[src/rtl/core/timed_pump_drive_controller_core_macros.svh]
// ----------------------------------------------------------------------------
// Assertion macros for the timed pump drive controller core
// Concurrent checks are compiled in for simulation and left out for synthesis.
// ----------------------------------------------------------------------------
`ifndef TIMED_PUMP_DRIVE_CONTROLLER_CORE_MACROS_SVH
`define TIMED_PUMP_DRIVE_CONTROLLER_CORE_MACROS_SVH
`ifndef SYNTHESIS
// Property holds at every clock edge outside reset.
`define TPDC_ASSERT_HOLDS(lbl, clk, rst, prop, msg) \
   lbl: assert property (@(posedge clk) disable iff (rst) (prop)) else $error(msg);
// Antecedent implies consequent in the same cycle.
`define TPDC_ASSERT_IMPLIES(lbl, clk, rst, ante, cons, msg) \
   lbl: assert property (@(posedge clk) disable iff (rst) (ante) |-> (cons)) else $error(msg);
// Antecedent implies consequent in the next cycle.
`define TPDC_ASSERT_NEXT(lbl, clk, rst, ante, cons, msg) \
   lbl: assert property (@(posedge clk) disable iff (rst) (ante) |=> (cons)) else $error(msg);
`else
`define TPDC_ASSERT_HOLDS(lbl, clk, rst, prop, msg)
`define TPDC_ASSERT_IMPLIES(lbl, clk, rst, ante, cons, msg)
`define TPDC_ASSERT_NEXT(lbl, clk, rst, ante, cons, msg)
`endif
`endif

[src/rtl/core/tpdc_pkg.sv]
// ----------------------------------------------------------------------------
// tpdc_pkg
// Shared types, codes and helpers of the timed pump drive controller core.
// ----------------------------------------------------------------------------
`default_nettype none

package tpdc_pkg;

   localparam int REQ_DATA_W  = 48;
   localparam int RSP_DATA_W  = 64;
   localparam int CSR_INDEX_W = 4;

   // Configuration register indexes
   localparam logic [CSR_INDEX_W-1:0] CSR_NODE_ID      = 4'd0;
   localparam logic [CSR_INDEX_W-1:0] CSR_INITIAL_DUTY = 4'd1;

   // Input action codes
   localparam logic [1:0] ACT_TICK  = 2'd0;
   localparam logic [1:0] ACT_CMD   = 2'd1;
   localparam logic [1:0] ACT_PULSE = 2'd2;

   // Command codes
   localparam logic [2:0] CMD_START   = 3'd0;
   localparam logic [2:0] CMD_STOP    = 3'd1;
   localparam logic [2:0] CMD_REVERSE = 3'd2;
   localparam logic [2:0] CMD_SPEED   = 3'd3;

   localparam logic [31:0] SPEED_MAX_PCT = 32'd100;

   typedef enum logic [2:0] {
      OP_NONE,
      OP_TICK,
      OP_PULSE,
      OP_START,
      OP_STOP,
      OP_REVERSE,
      OP_SPEED
   } op_kind_type;

   typedef struct packed {
      op_kind_type kind;
      logic        flush;     // stop with zero payload
      logic [7:0]  duty;      // set speed result
      logic [31:0] payload;   // start duration
   } op_type;

   typedef struct packed {
      logic                   valid;
      logic [CSR_INDEX_W-1:0] index;
      logic [7:0]             data;
   } csr_write_type;

   // floor(pct * 255 / 100) for pct up to 100, by reciprocal 5243 / 2^19
   function automatic logic [7:0] duty_from_percent(input logic [6:0] pct);
      logic [14:0] scaled;
      logic [27:0] prod;
      scaled = {pct, 8'd0} - {8'd0, pct};
      prod   = 28'(scaled) * 28'd5243;
      return prod[26:19];
   endfunction

endpackage

`default_nettype wire

[src/rtl/core/tpdc_fifo.sv]
// ----------------------------------------------------------------------------
// tpdc_fifo
// Two-entry operation queue between the decode front and the execute back.
// ----------------------------------------------------------------------------
`default_nettype none

module tpdc_fifo (
   input  wire logic               clock,
   input  wire logic               reset,
   input  wire logic               push_valid,
   input  wire tpdc_pkg::op_type   push_op,
   output      logic               push_ready,
   output      logic               pop_valid,
   output      tpdc_pkg::op_type   pop_op,
   input  wire logic               pop_ready
);

   tpdc_pkg::op_type entry_ff [2];
   logic       wr_ptr_ff, wr_ptr_in;
   logic       rd_ptr_ff, rd_ptr_in;
   logic [1:0] count_ff,  count_in;
   logic       push, pop;

   assign push_ready = (count_ff != 2'd2);
   assign pop_valid  = (count_ff != 2'd0);
   assign pop_op     = entry_ff[rd_ptr_ff];
   assign push       = push_valid && push_ready;
   assign pop        = pop_valid && pop_ready;

   always_comb begin
      wr_ptr_in = push ? ~wr_ptr_ff : wr_ptr_ff;
      rd_ptr_in = pop  ? ~rd_ptr_ff : rd_ptr_ff;
      count_in  = count_ff + {1'b0, push} - {1'b0, pop};
   end

   always_ff @(posedge clock) begin
      if (reset) begin
         wr_ptr_ff <= 1'b0;
         rd_ptr_ff <= 1'b0;
         count_ff  <= 2'd0;
      end else begin
         wr_ptr_ff <= wr_ptr_in;
         rd_ptr_ff <= rd_ptr_in;
         count_ff  <= count_in;
      end
   end

   always_ff @(posedge clock) begin
      if (push) begin
         entry_ff[wr_ptr_ff] <= push_op;
      end
   end

endmodule

`default_nettype wire

[config.mk]
export PLATFORM = sky130hd
export DESIGN_NAME = tpdc_fifo
export DESIGN_NICKNAME = d
export VERILOG_FILES = /design/src/rtl/core/timed_pump_drive_controller_core_macros.svh /design/src/rtl/core/tpdc_pkg.sv /design/src/rtl/core/tpdc_fifo.sv
export SDC_FILE = /design/constraint.sdc
export NUM_CORES = 1
export LEC_CHECK = 0
export ABC_CLOCK_PERIOD_IN_PS = 2620
export BUFFER_PORTS_ARGS = -buffer_cell sky130_fd_sc_hd__buf_4
export CAP_MARGIN = 20
export CORE_UTILIZATION = 47
export CTS_CLUSTER_SIZE = 25
export DETAILED_ROUTE_END_ITERATION = 7
export MAX_ROUTING_LAYER = met4
export PLACE_DENSITY = 0.83
export SLEW_MARGIN = 30
export SYNTH_ARGS = -nofsm -noshare
export SYNTH_HDL_FRONTEND = slang
export SYNTH_SLANG_ARGS = --single-unit
[constraint.sdc]
create_clock -name clock -period 2.62 [get_ports clock]
set_clock_uncertainty 0.05 [all_clocks]
set_input_delay 0.131 -clock clock [delete_from_list [all_inputs] [get_ports clock]]
set_output_delay 0.131 -clock clock [all_outputs]
set_load 0.01 [all_outputs]
==> results of run 1 <==
## cells by family (layout without fill, tap and decap cells)
group | Yosys count | count (layout) | synth area share
flops | 93 | 93 | 0.758
xor+xnor | 3 | 3 | 0.00727
fa+ha+maj | 2 | 2 | 0.00692
buf+inv | 6 | 160 | 0.0263
mux | 45 | 45 | 0.183
compound gates | 1 | 1 | 0.00208
simple gates | 11 | 11 | 0.0163
## cells in the final DEF, fill, tap and decap left out, drive strengths merged
master       instances
buf                 98
edfxtp              88
dlygate4sd3         45
mux2                45
clkbuf              10
nor2                 5
dfxtp                5
clkinv               4
nor2b                2
xnor2                2
ha                   2
o21a                 1
nand2b               1
nand2                1
or2                  1
inv                  1
and3                 1
xor2                 1
clkinvlp             1
bufinv               1
## worst max-delay path by stage
stage           startpoint               to  slack [ps]
2_1_floorplan  count_ff[0]   entry_ff[0][0]         420
3_3_place_gp   count_ff[0]  entry_ff[0][42]         940
3_5_place_dp   count_ff[0]   entry_ff[0][4]         910
4_1_cts          flip-flop       pop_op[43]         760
5_1_grt          flip-flop       pop_op[43]         710
6_report         flip-flop       pop_op[43]         800
## synthesized netlist by cell type (all sizes together)
library cell   n
edfxtp        88
mux2          45
buf            5
dfxtp          5
nor2           5
ha             2
nor2b          2
xnor2          2
and3           1
inv            1
nand2          1
nand2b         1
o21a           1
or2            1
xor2           1
## flip-flops by register name, summed over array words and instances (netlist names), named ones only
signal,count
rd_ptr_ff,1
entry_ff,88
wr_ptr_ff,1
count_ff,2
## report_power, final
| part | switching [mW] | internal, mW | leakage, nW |
|---|---|---|---|
| clock | 0.448 | 0.430 | 0.0888 |
| sequential | 0.0607 | 1.87 | 0.864 |
| combinational | 0.567 | 0.760 | 1.04 |
| total | 1.08 | 3.06 | 1.99 |
## layer usage
layer | routed length (um) | global-route usage | up-vias | part of all wire
li1 | - | - | 922 | -
met1 | 2560 | 0.188 | 932 | 0.41
met2 | 3320 | 0.299 | 62 | 0.53
met3 | 257 | 0.0347 | 11 | 0.041
met4 | 133 | 0.0792 | 0 | 0.021
met5 | 0 | - | - | 0
## per-stage QoR
step                area [um2]  utilization  hold WS (ps)  cells  worst slack, ps
CTS                       5040        0.687           128    414              764
finish                    5040        0.687           148    414              804
detailed placement        4410        0.601           269    353              908
floorplan                 3620            -           153    161              417
global route              5040        0.687           135    414              707
global placement          4410        0.601           266    353              940
## final cells by class
| type | count | area (um2) | area share |
|---|---|---|---|
| tap | 99 | 124 | 0.0246 |
| sequential | 93 | 2740 | 0.545 |
| multi-input combinational | 62 | 787 | 0.156 |
| clock buffer | 10 | 128 | 0.0253 |
| inverter | 1 | 3.75 | 0.000745 |
| timing repair buffer | 143 | 1200 | 0.238 |
| clock inverter | 6 | 53.8 | 0.0107 |
## worst reg2reg max path, delay by kind of cell (launching register included)
family | cells | cell delay [ps]
simple gates | 3 | 620
flops | 1 | 370
buf+inv | 1 | 350
==> impl_metrics.json, run 1 <==
{
  "cts_root_buf": "clkbuf_8",
  "insertion_delay_ps": 330,
  "path_depth": 3,
  "route.detailed.drc": 0,
  "grt.overflow.total": 0,
  "clock_sinks": 93,
  "syn_area_um2": 3620,
  "worst-path-max-fanout": 26,
  "drtAntennaViolNets": 0,
  "drv_cap": 0,
  "die_h_um": 89.7,
  "hold_viol": 0,
  "path_delay_family": "buffers and inverters",
  "num_rows": 31,
  "routed_via_density": 4.65,
  "hp-class": "primary input to flip-flop",
  "grt_first_pass_wirelength_um": 10000,
  "drt-pass1-iter-count": 4,
  "cp_slowest_cell": "buf_4",
  "yosysTopAreaCell": "edfxtp_1",
  "synth_nets": 211,
  "endpoint_kind": "output pin",
  "finalMaxSlewViolations": 0,
  "min_to": "wr_ptr_ff",
  "worst_slew_pin_slew_ps": 493,
  "wl_per_cell_um": 15.1,
  "fin_crit_ps": 1820,
  "clockBufferDepth": 2,
  "io_buffers": 93,
  "syn_to_final_growth_pct": 39.3,
  "rr_worst_depth": 4,
  "coreArea_um2": 7330,
  "ys_ff_latch": 93,
  "setup_tns_ps": 0,
  "status": "complete, no violations",
  "insertedDiodeCount": 0,
  "seq_area_frac_synth": 0.758,
  "critPathBufInv": 2,
  "grtUsageTotal": 0.171,
  "io_pins": 94,
  "synth_top_area_frac": 0.731,
  "fin_crit_sh": 0.693,
  "postSynthCellCount": 161,
  "final.fill_count": 474,
  "crit_type": "flip-flop to output pin",
  "regToRegStartpoint": "count_ff[0]",
  "r2r_end": "entry_ff[0][1]",
  "p_leak_nw": 1.99,
  "worstHoldStart": "push_valid",
  "cts_tree": "built",
  "cts_hold_buf": 45,
  "dpl.hpwl_um": 3940,
  "power.density_nw_per_um2": 820,
  "cts_made_buffers": 9,
  "setup_violations": 0,
  "synth_area_leaders": "edfxtp_1 73%, mux2_4 17%, dfxtp_1 2.8%",
  "slew_headroom": 0.672,
  "die_width_um": 89.7,
  "drt-initial-drc-count": 79,
  "vias": 1927,
  "grt_pass1_vias": 2013,
  "p_total_mw": 4.13,
  "start_kind": "flip-flop",
  "antenna_found_initial": 0,
  "synth_cell_types": 17,
  "cpMostUsedCell": "buf_4",
  "fmax_mhz": 551,
  "start_util": 0.493,
  "drt_wl_total_um": 6270,
  "clkTransAtPathRegs_ps": 80,
  "path_cells": "buf_4, mux2_2, buf_4",
  "crit_required_ps": 2440,
  "post_cts_resized": 0,
  "reg2reg_slack_ps": 920,
  "synth_area_per_cell_um2": 22.5,
  "synth_warnings": 0,
  "gp_congestion": 0.662,
  "die_area_um2": 8050,
  "cts_setup_buffers": 0,
  "slowest_delay_ps": 400,
  "nets": 360,
  "hold_path_depth": 3,
  "grt_max_degree": 27,
  "rsz0062_at_grt": "false",
  "peakVddDrop_uv": 567,
  "arrival_ps": 1640,
  "drive_gt1_frac": 0.511,
  "h-tree-depth": 3
}
Power figures use the tool's default switching activity.
==> run 2, diff against run 1 <==
ABC_CLOCK_PERIOD_IN_PS = 1500   (was 2620)
clock period = 1.5 ns   (was 2.62 ns; I/O delays follow)
==> run 2 against run 1 <==
Compared with the run above:
- the run now ends with setup timing left
- core utilization increased by 5.9 points
- cell area up 8.6%
- setup slack got worse by 870 ps
- hold slack better by 5.0 ps
- routed wire length is 5.1% higher
- critical endpoint is now pop_op[19]
- largest power group unchanged
==> impl_metrics.json, run 2 (same netlist as run 1, synthesis figures left out) <==
{
  "status": "finished with violations",
  "failed_checks": "setup timing",
  "largest-register": "entry_ff",
  "worst_slew_pin_slew_ps": 217,
  "drtAntennaViolNets": 0,
  "io_buffers": 93,
  "clock_sinks": 93,
  "cts_tree": "built",
  "coreArea_um2": 7330,
  "fin_crit_ps": 1560,
  "cp_slowest_cell": "dfxtp_4",
  "layout_commonest_cell": "edfxtp_1",
  "pre_cts_ws_ps": -37.4,
  "p_leak_nw": 2.17,
  "routed_via_density": 4.58,
  "final_cell_mix": "88 x edfxtp_1, 60 x buf_4, 45 x dlygate4sd3_1, 44 x mux2_4, 42 x buf_6",
  "drt-pass1-iter-count": 4,
  "endpoint_kind": "output pin",
  "start_util": 0.493,
  "grtUsageTotal": 0.184,
  "die_width_um": 89.7,
  "crit_type": "flip-flop to output pin",
  "drt_wl_total_um": 6590,
  "hp-class": "primary input to flip-flop",
  "path_cells": "buf_12, buf_16, mux2_4, buf_6",
  "hold_viol": 0,
  "clockBufferDepth": 2,
  "grt_first_pass_wirelength_um": 10600,
  "reg_top3": "entry_ff: 88 flops, count_ff: 2 flops",
  "finalMaxSlewViolations": 0,
  "grt_max_degree": 31,
  "timing.hold.ws_ps": 153,
  "stdcell_count": 425,
  "dpl.hpwl_um": 3910,
  "die_area_um2": 8050,
  "slowest_delay_ps": 410,
  "clkTransAtPathRegs_ps": 80,
  "place_inst": 358,
  "insertion_delay_ps": 340,
  "power.density_nw_per_um2": 1520,
  "gp_congestion": 0.702,
  "nets": 371,
  "cts_made_buffers": 9,
  "h-tree-depth": 3,
  "arrival_ps": 1440,
  "num_rows": 31,
  "start_kind": "flip-flop",
  "antenna_found_initial": 0,
  "drt-initial-drc-count": 78,
  "syn_to_final_growth_pct": 51.4,
  "grt.overflow.total": 0,
  "vias": 1945,
  "route.detailed.drc": 0,
  "place_area_um2": 4490,
  "fmax_mhz": 640,
  "die_h_um": 89.7,
  "peakVddDrop_uv": 870,
  "worst-path-max-fanout": 6,
  "slew_headroom": 0.856,
  "final_cell_area_um2": 5470,
  "drv_cap": 0,
  "insertedDiodeCount": 0,
  "drive_gt1_frac": 0.546,
  "crit_required_ps": 1370,
  "p_total_mw": 8.31,
  "rsz0062_at_grt": "true",
  "grt_pass1_vias": 2186,
  "cts_root_buf": "clkbuf_8",
  "io_pins": 94,
  "fin_ws_ps": -62.3,
  "fin_crit_sh": 1.04,
  "setup_violations": 14,
  "wl_per_cell_um": 15.5,
  "largest_reg_flops": 88
}
run 2: changes by cell type in the layout (fill, tap and decap cells not counted), sizes merged:
| cell | previous run | this run |
|---|---|---|
| buf | 98 | 109 |
| clkbuf | 10 | 9 |
| bufinv | 1 | 3 |
| clkinv | 4 | 3 |
run 2: final cells by class:
| cell class | count | area, um2 |
|---|---|---|
| Sequential cell | 93 | 2750 |
| Fill cell | 430 | 1860 |
| Timing Repair Buffer | 154 | 1530 |
| Multi-Input combinational cell | 62 | 828 |
| Clock buffer | 9 | 124 |
| Tap cell | 99 | 124 |
| Clock inverter | 7 | 114 |
| Inverter | 1 | 3.75 |
run 2: critical path: cells and delay by family, from the launching register on:
family / cells / cell delay [ps]
buffers and inverters: 3 / 380
flip-flops: 1 / 410
multiplexers: 1 / 310
run 2: metrics by stage:
stage | setup TNS (ps) | utilization
floorplan | -11180 | -
global placement | 0 | 0.613
detailed placement | -37.4 | 0.613
CTS | -1650 | 0.744
global route | -3110 | 0.747
finish | -726 | 0.747
run 2: final timing paths:
path          startpoint           to  slack [ps]  cells past startpoint
min           push_valid    wr_ptr_ff         150                      4
max reg2reg  count_ff[1]  count_ff[1]         -30                      7
max            flip-flop   pop_op[19]         -60                      4
min reg2reg    rd_ptr_ff    flip-flop         490                      2
run 2: repair_timing:
action                                  CTS  global route
buffers inserted                          4             0
endpoints found under the hold margin    92             0
gates cloned                              2             0
resized for setup                        49             3
hold buffers                             45             0
endpoints found under the setup margin   43            45
pin swaps                                 4             2
run 2: routing by layer:
| layer | global-route usage | up-vias | wire (um) |
|---|---|---|---|
| met1 | 0.189 | 946 | 2550 |
| met4 | 0.0738 | 0 | 58 |
| met5 | - | - | 0 |
| met3 | 0.0406 | 6 | 209 |
| li1 | - | 939 | - |
| met2 | 0.338 | 54 | 3760 |
run 2: power breakdown:
group          leakage [nW]  switching [mW]  internal, mW
sequential            0.865           0.128          3.27
clock                 0.115           0.822          1.10
combinational          1.19            1.15          1.85
total                  2.17            2.10          6.22
