$ cat src/rtl/core/timed_pump_drive_controller_core_macros.svh
// ----------------------------------------------------------------------------
// Assertion macros for the timed pump drive controller core
// Concurrent checks are compiled in for simulation and left out for synthesis.
// ----------------------------------------------------------------------------
`ifndef TIMED_PUMP_DRIVE_CONTROLLER_CORE_MACROS_SVH
`define TIMED_PUMP_DRIVE_CONTROLLER_CORE_MACROS_SVH
`ifndef SYNTHESIS
// Property holds at every clock edge outside reset.
`define TPDC_ASSERT_HOLDS(lbl, clk, rst, prop, msg) \
   lbl: assert property (@(posedge clk) disable iff (rst) (prop)) else $error(msg);
// Antecedent implies consequent in the same cycle.
`define TPDC_ASSERT_IMPLIES(lbl, clk, rst, ante, cons, msg) \
   lbl: assert property (@(posedge clk) disable iff (rst) (ante) |-> (cons)) else $error(msg);
// Antecedent implies consequent in the next cycle.
`define TPDC_ASSERT_NEXT(lbl, clk, rst, ante, cons, msg) \
   lbl: assert property (@(posedge clk) disable iff (rst) (ante) |=> (cons)) else $error(msg);
`else
`define TPDC_ASSERT_HOLDS(lbl, clk, rst, prop, msg)
`define TPDC_ASSERT_IMPLIES(lbl, clk, rst, ante, cons, msg)
`define TPDC_ASSERT_NEXT(lbl, clk, rst, ante, cons, msg)
`endif
`endif

$ cat src/rtl/core/tpdc_pkg.sv
// ----------------------------------------------------------------------------
// tpdc_pkg
// Shared types, codes and helpers of the timed pump drive controller core.
// ----------------------------------------------------------------------------
`default_nettype none

package tpdc_pkg;

   localparam int REQ_DATA_W  = 48;
   localparam int RSP_DATA_W  = 64;
   localparam int CSR_INDEX_W = 4;

   // Configuration register indexes
   localparam logic [CSR_INDEX_W-1:0] CSR_NODE_ID      = 4'd0;
   localparam logic [CSR_INDEX_W-1:0] CSR_INITIAL_DUTY = 4'd1;

   // Input action codes
   localparam logic [1:0] ACT_TICK  = 2'd0;
   localparam logic [1:0] ACT_CMD   = 2'd1;
   localparam logic [1:0] ACT_PULSE = 2'd2;

   // Command codes
   localparam logic [2:0] CMD_START   = 3'd0;
   localparam logic [2:0] CMD_STOP    = 3'd1;
   localparam logic [2:0] CMD_REVERSE = 3'd2;
   localparam logic [2:0] CMD_SPEED   = 3'd3;

   localparam logic [31:0] SPEED_MAX_PCT = 32'd100;

   typedef enum logic [2:0] {
      OP_NONE,
      OP_TICK,
      OP_PULSE,
      OP_START,
      OP_STOP,
      OP_REVERSE,
      OP_SPEED
   } op_kind_type;

   typedef struct packed {
      op_kind_type kind;
      logic        flush;     // stop with zero payload
      logic [7:0]  duty;      // set speed result
      logic [31:0] payload;   // start duration
   } op_type;

   typedef struct packed {
      logic                   valid;
      logic [CSR_INDEX_W-1:0] index;
      logic [7:0]             data;
   } csr_write_type;

   // floor(pct * 255 / 100) for pct up to 100, by reciprocal 5243 / 2^19
   function automatic logic [7:0] duty_from_percent(input logic [6:0] pct);
      logic [14:0] scaled;
      logic [27:0] prod;
      scaled = {pct, 8'd0} - {8'd0, pct};
      prod   = 28'(scaled) * 28'd5243;
      return prod[26:19];
   endfunction

endpackage

`default_nettype wire

$ cat src/rtl/core/tpdc_front.sv
// ----------------------------------------------------------------------------
// tpdc_front
// Decode input items into operations; filter foreign and unknown commands.
// ----------------------------------------------------------------------------
`default_nettype none

module tpdc_front (
   input  wire logic                                clock,
   input  wire logic                                reset,
   input  wire logic                                req_tvalid,
   input  wire logic [1:0]                          req_tuser,
   input  wire logic [tpdc_pkg::REQ_DATA_W-1:0]     req_tdata,
   input  wire tpdc_pkg::csr_write_type             csr_wr,
   output      logic                                op_valid,
   output      tpdc_pkg::op_type                    op
);

   logic [7:0]  node_id_ff;
   logic [7:0]  target_id;
   logic [2:0]  command;
   logic [31:0] payload;
   logic [6:0]  pct;

   always_ff @(posedge clock) begin
      if (reset) begin
         node_id_ff <= '0;
      end else if (csr_wr.valid && csr_wr.index == tpdc_pkg::CSR_NODE_ID) begin
         node_id_ff <= csr_wr.data;
      end
   end

   assign target_id = req_tdata[7:0];
   assign command   = req_tdata[10:8];
   assign payload   = req_tdata[42:11];
   assign pct       = (payload > tpdc_pkg::SPEED_MAX_PCT) ? 7'd100 : payload[6:0];

   always_comb begin
      op_valid   = req_tvalid;
      op.kind    = tpdc_pkg::OP_NONE;
      op.flush   = (payload == 32'd0);
      op.duty    = tpdc_pkg::duty_from_percent(pct);
      op.payload = payload;
      case (req_tuser)
         tpdc_pkg::ACT_TICK:  op.kind = tpdc_pkg::OP_TICK;
         tpdc_pkg::ACT_PULSE: op.kind = tpdc_pkg::OP_PULSE;
         tpdc_pkg::ACT_CMD: begin
            if (target_id == node_id_ff) begin
               case (command)
                  tpdc_pkg::CMD_START:   op.kind = tpdc_pkg::OP_START;
                  tpdc_pkg::CMD_STOP:    op.kind = tpdc_pkg::OP_STOP;
                  tpdc_pkg::CMD_REVERSE: op.kind = tpdc_pkg::OP_REVERSE;
                  tpdc_pkg::CMD_SPEED:   op.kind = tpdc_pkg::OP_SPEED;
                  default:               op.kind = tpdc_pkg::OP_NONE;
               endcase
            end
         end
         default: op.kind = tpdc_pkg::OP_NONE;
      endcase
   end

endmodule

`default_nettype wire

$ cat config.mk
export PLATFORM = sky130hd
export DESIGN_NAME = tpdc_front
export DESIGN_NICKNAME = d
export VERILOG_FILES = /design/src/rtl/core/timed_pump_drive_controller_core_macros.svh /design/src/rtl/core/tpdc_pkg.sv /design/src/rtl/core/tpdc_front.sv
export SDC_FILE = /design/constraint.sdc
export NUM_CORES = 1
export LEC_CHECK = 0
export ABC_AREA = 1
export BUFFER_PORTS_ARGS = -buffer_cell sky130_fd_sc_hd__buf_2
export CORE_AREA = 2 2 89 125
export DETAILED_ROUTE_END_ITERATION = 16
export DIE_AREA = 0 0 91 127
export PLACE_DENSITY = 0.79
export SLEW_MARGIN = 20
export SYNTH_ARGS = -nofsm -noshare
export SYNTH_HDL_FRONTEND = slang
export SYNTH_SLANG_ARGS = --single-unit
export TNS_END_PERCENT = 1
$ cat constraint.sdc
create_clock -name clock -period 10.3 [get_ports clock]
set_input_delay 0.515 -clock clock [delete_from_list [all_inputs] [get_ports clock]]
set_output_delay 0.515 -clock clock [all_outputs]
set_load 0.05 [all_outputs]
==> qor.yml, run 1 <==
layout:
  fillCellCount: 1029
  regArea_um2: 160.2
  antennaDiodeCount: 0
  largest-register: "node_id_ff"
  largestRegisters: "node_id_ff x8"
  multi_input_area_um2: 4005
  fin_nets: 983
  drive_above_1_share_pct: 18.00
  syn_to_final_growth_pct: 10.01
  final_util_pct: 54.62
  largest_reg_flops: 8
cts:
  numCtsBuffers: 3
  cts_resized: 0
  cts_buffer_depth: 2
  cts_sinks: 8
  post_cts_buffers: 0
  htreeDepth: 1
  clk_pin_slew_ns: 0.04
  clock_latency_ns: 0.23
  cts_root_buffer: "clkbuf_16"
  hold_buffers: 0
  cts_tree: "done"
global_route:
  grt_overflow: 0
  grt_pass1_vias: 4567
  grt_pass1_wl_um: 20030
  grt_max_degree: 14
  grt_antenna_before_repair: 0
  track_usage_pct: 21.10
power:
  power.leakage_nw: 3.297
  peakVddDrop_uv: 101.5
  power.density_nw_per_um2: 27.21
  p_sw_share_pct: 36.15
  seqPwrFrac_pct: 20.8
  internal_power_uw: 98.21
  p_switching_uw: 55.61
  clkPwrFrac_pct: 42.2
  power_frac_comb_pct: 37.0
routing:
  first_iter_violations: 105
  routedWlPerCell_um: 13.19
  dr.pass1.iters: 6
  drc: 0
  vias_per_cell: 4.994
  vias: 4435
  wirelength_um: 11720
  ant_nets: 0
logic_synthesis:
  yosysMostFrequentCell: "inv_1"
  async_flop_share_pct: 0
  syn-cell-area_um2: 5139
  syn_nets: 909
  ys_warn_count: 0
  synth_edf_count: 0
  syn-instance-count: 678
  synth-main-ff-cell: "dfxtp_1"
  ys_seq_elements: 8
  yosys.area.top_type: "fa_1"
  synth.avg_cell_area_um2: 7.579
  synthTopCellsByArea: "fa_1 26%, ha_1 24%, inv_1 13%"
  ys_seq_area_share_pct: 3.117
  synth_top_area_share_pct: 26.10
  yosys-top-cells-count: "182 x inv_1, 98 x ha_1, 79 x nand2_1"
  ys_types: 40
timing:
  final_hold_viol_count: 0
  fin_crit_sh_pct: 71.89
  fin_hold_ws_ns: 0.4783
  slew_headroom_pct: 57.04
  grt_setup_unrepaired: "no"
  tightest_slew_ns: 0.6422
  setup_tns_ns: 0
  period_needed_ns: 7.405
  slew_violations: 0
  skew_ns: 0
  fmax_mhz: 135.0
  finalSetupViolCount: 0
worst_setup_path:
  startpoint_type: "input pin"
  slowest_delay_ns: 0.52
  ff2ff_path_depth: 2
  end_kind: "output pin"
  critPathKind: "in -> out"
  worstPathArrival_ns: 6.89
  cp_max_fo: 6
  slowest_stage: "fa_1"
  required_ns: 9.79
die:
  die_area_um2: 11560
  coreArea_um2: 10350
  num_io_pins: 111
  die_w_um: 91
  rows: 44
  initial_core_util_pct: 49.65
  fp.dieH_um: 127
run_status:
  status: "finished, final reports clean"
placed_design:
  numPortBuffers: 103
  dpl.hpwl_um: 10740
  place_congestion: 1.026
hold_path:
  hold_path.class: "reg -> reg"
  min_path_cells: 2
job:
  cap_violations: 0
-- routing by layer --
layer / part of all wire [%] / vias up / GRT usage (%) / routed length, µm
li1: - / 2208 / - / -
met1: 38 / 2028 / 23.09 / 4437
met2: 54 / 163 / 41.48 / 6334
met3: 4.3 / 36 / 1.356 / 500
met4: 3.8 / 0 / 8.824 / 446
met5: 0 / - / 0 / 0
-- cells by family (layout without fill, tap and decap cells) --
| family | Yosys count | count (layout) | synth area share, % |
|---|---|---|---|
| buffers and inverters | 226 | 298 | 18.94 |
| flip-flops | 8 | 8 | 3.117 |
| adder cells (fa/ha/maj) | 165 | 165 | 49.96 |
| AND/OR/NAND/NOR | 193 | 193 | 17.02 |
| AO/OA/AOI/OAI | 71 | 71 | 8.400 |
| XOR/XNOR | 15 | 15 | 2.556 |
-- worst max-delay path, delay by kind of cell --
kind	cells	cell delay, ns
simple gates	12	1.45
buf+inv	8	0.97
xor+xnor	1	0.16
compound gates	4	0.90
fa+ha+maj	7	2.87
-- placed cells by master, fill, tap and decap left out, types with 3 or more instances in the layout --
| cell | instances |
|---|---|
| ha_1 | 98 |
| nor2_1 | 60 |
| a211oi_1 | 8 |
| a21oi_1 | 23 |
| nand4_1 | 4 |
| nand2_1 | 79 |
| buf_2 | 103 |
| clkbuf_16 | 3 |
| inv_1 | 182 |
| xnor2_1 | 5 |
| inv_2 | 9 |
| nor2_4 | 4 |
| nor3_1 | 6 |
| o21ai_0 | 17 |
| dfxtp_1 | 8 |
| o31ai_1 | 3 |
| nand2_2 | 5 |
| o211ai_1 | 3 |
| a21o_1 | 5 |
| nand3_1 | 21 |
| xor2_1 | 10 |
| fa_1 | 67 |
| o21bai_1 | 3 |
-- path summary, 6_finish.rpt --
path	startpoint	slack, ns	end
min reg2reg	node_id_ff[2]	0.48	node_id_ff[2]
max	req_tdata[19]	2.89	op[38]
min	node_id_ff[2]	0.48	node_id_ff[2]
max reg2reg	node_id_ff[0]	9.55	node_id_ff[0]
-- final cells by class --
cell class	instances	area share (%)
clock buffers	3	1.328
repair buffers	104	9.252
inverters	191	12.68
well taps	138	3.054
flip-flops and latches	8	2.833
multi-input cells	444	70.85
-- metrics by stage --
| stage | total power, mW | instance area (µm²) | setup slack [ns] | cells |
|---|---|---|---|---|
| 6_report | 0.1538 | 5653 | 2.895 | 888 |
| 2_1_floorplan | 0.07748 | 5139 | 3.401 | 678 |
| 3_5_place_dp | 0.08944 | 5578 | 2.937 | 885 |
| 3_3_place_gp | 0.08877 | 5578 | 2.933 | 885 |
| 4_1_cts | 0.1547 | 5653 | 2.895 | 888 |
| 5_1_grt | 0.1606 | 5653 | 2.285 | 888 |
-- power by group through the flow --
| stage | combinational (mW) | sequential, mW | clock (mW) |
|---|---|---|---|
| after floorplan | 0.0451 | 0.0324 | 0 |
| after global placement | 0.0564 | 0.0324 | 0 |
| after detailed placement | 0.0570 | 0.0324 | 0 |
| after CTS | 0.0572 | 0.0320 | 0.0656 |
| after global routing | 0.0604 | 0.0320 | 0.0681 |
| final | 0.0569 | 0.0320 | 0.0650 |
(Power assumes the default switching activity.)
==> inputs of run 2 (changes only) <==
Settings changed: ABC_AREA 1 to 0, CORE_AREA 2 2 89 125 to 2 2 85 119, DIE_AREA 0 0 91 127 to 0 0 87 121, PLACE_DENSITY 0.79 to 0.8.
Clock period 10.3 ns to 7.18 ns, I/O delays scaled along.
==> qor.yml, run 2 <==
placed_design:
  place_area_um2: 5230
  place_congestion: 0.9443
  dpl.hpwl_um: 9346
  numPortBuffers: 103
cts:
  htreeDepth: 1
  clk_pin_slew_ns: 0.04
  numCtsBuffers: 3
  hold_buffers: 0
  cts_sinks: 8
  cts_buffer_depth: 2
  cts_tree: "done"
  clock_latency_ns: 0.23
  cts_root_buffer: "clkbuf_16"
timing:
  final_hold_viol_count: 0
  skew_ns: 0
  fmax_mhz: 138.2
  tightest_slew_ns: 0.4741
  setup_tns_ns: -0.05500
  finalSetupViolCount: 1
  slew_headroom_pct: 68.40
  fin_hold_ws_ns: 0.3682
  fin_crit_sh_pct: 100.8
  slew_violations: 0
  period_needed_ns: 7.235
  setup_slack_ns: -0.05500
  grt_setup_unrepaired: "yes"
power:
  peakVddDrop_uv: 129.0
  power_frac_comb_pct: 39.0
  seqPwrFrac_pct: 20.2
  p_switching_uw: 80.17
  p_sw_share_pct: 35.37
  power.leakage_nw: 3.029
  internal_power_uw: 146.5
  clkPwrFrac_pct: 40.9
  power.density_nw_per_um2: 40.20
die:
  rows: 42
  die_w_um: 87
  num_io_pins: 111
  initial_core_util_pct: 48.99
  fp.dieH_um: 121
  die_area_um2: 10530
  coreArea_um2: 9407
layout:
  syn_to_final_growth_pct: 22.37
  mostFrequentLayoutCell: "inv_1"
  largest-register: "node_id_ff"
  fillCellCount: 757
  largestRegisters: "node_id_ff x8"
  final_util_pct: 59.95
  largest_reg_flops: 8
  final_cell_area_um2: 5639
  fin_nets: 861
  final_cell_mix: "139 x inv_1, 92 x ha_1, 92 x buf_2"
  drive_above_1_share_pct: 30.41
routing:
  drc: 0
  vias: 3764
  ant_nets: 0
  dr.pass1.iters: 4
  vias_per_cell: 5.093
  first_iter_violations: 121
  routedWlPerCell_um: 14.30
  wirelength_um: 10570
global_route:
  grt_antenna_before_repair: 1
  grt_max_degree: 9
  grt_pass1_wl_um: 17310
  grt_pass1_vias: 3991
  track_usage_pct: 20.66
  grt_overflow: 0
worst_setup_path:
  crit_top_cell: "inv_1"
  critPathKind: "in -> out"
  critical_path.endpoint: "op[38]"
  cp_max_fo: 5
  cp.depth: 30
  rrSetupSlack_ns: 6.54
  end_kind: "output pin"
  critPathLaunch: "req_tdata[15]"
  required_ns: 6.82
  path_buf_inv: 8
  worstPathArrival_ns: 6.88
  cp_top_family: "adder cells"
  slowest_delay_ns: 0.55
  rr_endpoint: "node_id_ff[2]"
  r2r_start: "node_id_ff[2]"
  startpoint_type: "input pin"
  slowest_stage: "fa_1"
  ff2ff_path_depth: 2
logic_synthesis:
  yosys.area.top_type: "fa_1"
  syn_nets: 752
  ys_seq_area_share_pct: 3.475
  synth.avg_cell_area_um2: 8.845
  synth-main-ff-cell: "dfxtp_1"
  async_flop_share_pct: 0
  synthTopCellsByArea: "fa_1 29%, ha_1 27%, inv_1 12%"
  ys_types: 47
  synth_top_area_share_pct: 29.11
  ys_warn_count: 0
  yosysMostFrequentCell: "inv_1"
  ys_seq_elements: 8
  syn-instance-count: 521
  yosys-top-cells-count: "145 x inv_1, 98 x ha_1, 67 x fa_1"
  syn-cell-area_um2: 4608
  synth_edf_count: 0
run_status:
  status: "complete, but fails checks"
  violations: "setup timing"
job:
  cap_violations: 0
hold_path:
  hold_path.class: "in -> reg"
## run 2: area by class of cell
cell class                      instances  area (µm²)  share of cell area, %
Sequential cell                         8       160.2                  2.840
Tap cell                              110       137.6                  2.441
Timing Repair Buffer                  142       873.3                  15.49
Multi-Input combinational cell        327        3835                  68.01
Inverter                              148       555.5                  9.851
Clock buffer                            3       75.07                  1.331
Antenna cell                            1       2.502                0.04438
## run 2: stage by stage
stage	cells	setup slack, ns	power (mW)
final	739	-0.05500	0.2267
after global routing	739	-0.3072	0.2358
after CTS	735	0.003396	0.2253
after detailed placement	725	-0.2367	0.1304
after global placement	725	-0.07184	0.1291
after floorplan	521	-0.1630	0.1109
## run 2: timing repair
item | in CTS | in global routing
setup endpoints to repair | 8 | 8
pin swaps | 10 | 32
cloned | 0 | 0
gates resized for setup | 20 | 39
setup buffers | 7 | 4
## run 2: worst min path at each step
stage                  start       endpoint  slack, ns  cells past startpoint
2_1_floorplan  node_id_ff[0]  node_id_ff[0]       0.48                      2
3_3_place_gp   node_id_ff[1]  node_id_ff[1]       0.50                      2
3_5_place_dp   node_id_ff[7]  node_id_ff[7]       0.51                      2
4_1_cts            csr_wr[7]  node_id_ff[7]       0.37                      3
5_1_grt            csr_wr[1]  node_id_ff[1]       0.38                      3
6_report           csr_wr[7]  node_id_ff[7]       0.37                      3
## run 2: worst reg2reg max path, cell delays in order, from the launching register on
cell and delay, ns:
dfxtp_1 0.32, mux2i_1 0.15, nor2_1 0.07
## run 2: power groups by stage
stage / Clock (mW) / Sequential [mW] / Combinational [mW]
after floorplan: 0 / 0.0462 / 0.0646
after global placement: 0 / 0.0463 / 0.0828
after detailed placement: 0 / 0.0464 / 0.0841
after CTS: 0.0937 / 0.0457 / 0.0859
after global routing: 0.0971 / 0.0457 / 0.0930
final: 0.0927 / 0.0457 / 0.0883
## run 2: cells by family after synthesis
group | synth area share (%)
DFF | 3.475
buffers and inverters | 18.16
muxes | 1.955
adders and majority gates | 55.72
AOI/OAI and AO/OA | 5.946
and+or+nand+nor | 10.02
xor gates and xnor gates | 4.724
## run 2: layer usage
| layer | track usage, % | share of wire, % |
|---|---|---|
| met1 | 20.79 | 34 |
| met2 | 42.32 | 60 |
| met4 | 7.520 | 2.5 |
| met3 | 1.361 | 3.5 |
| met5 | 0 | 0 |
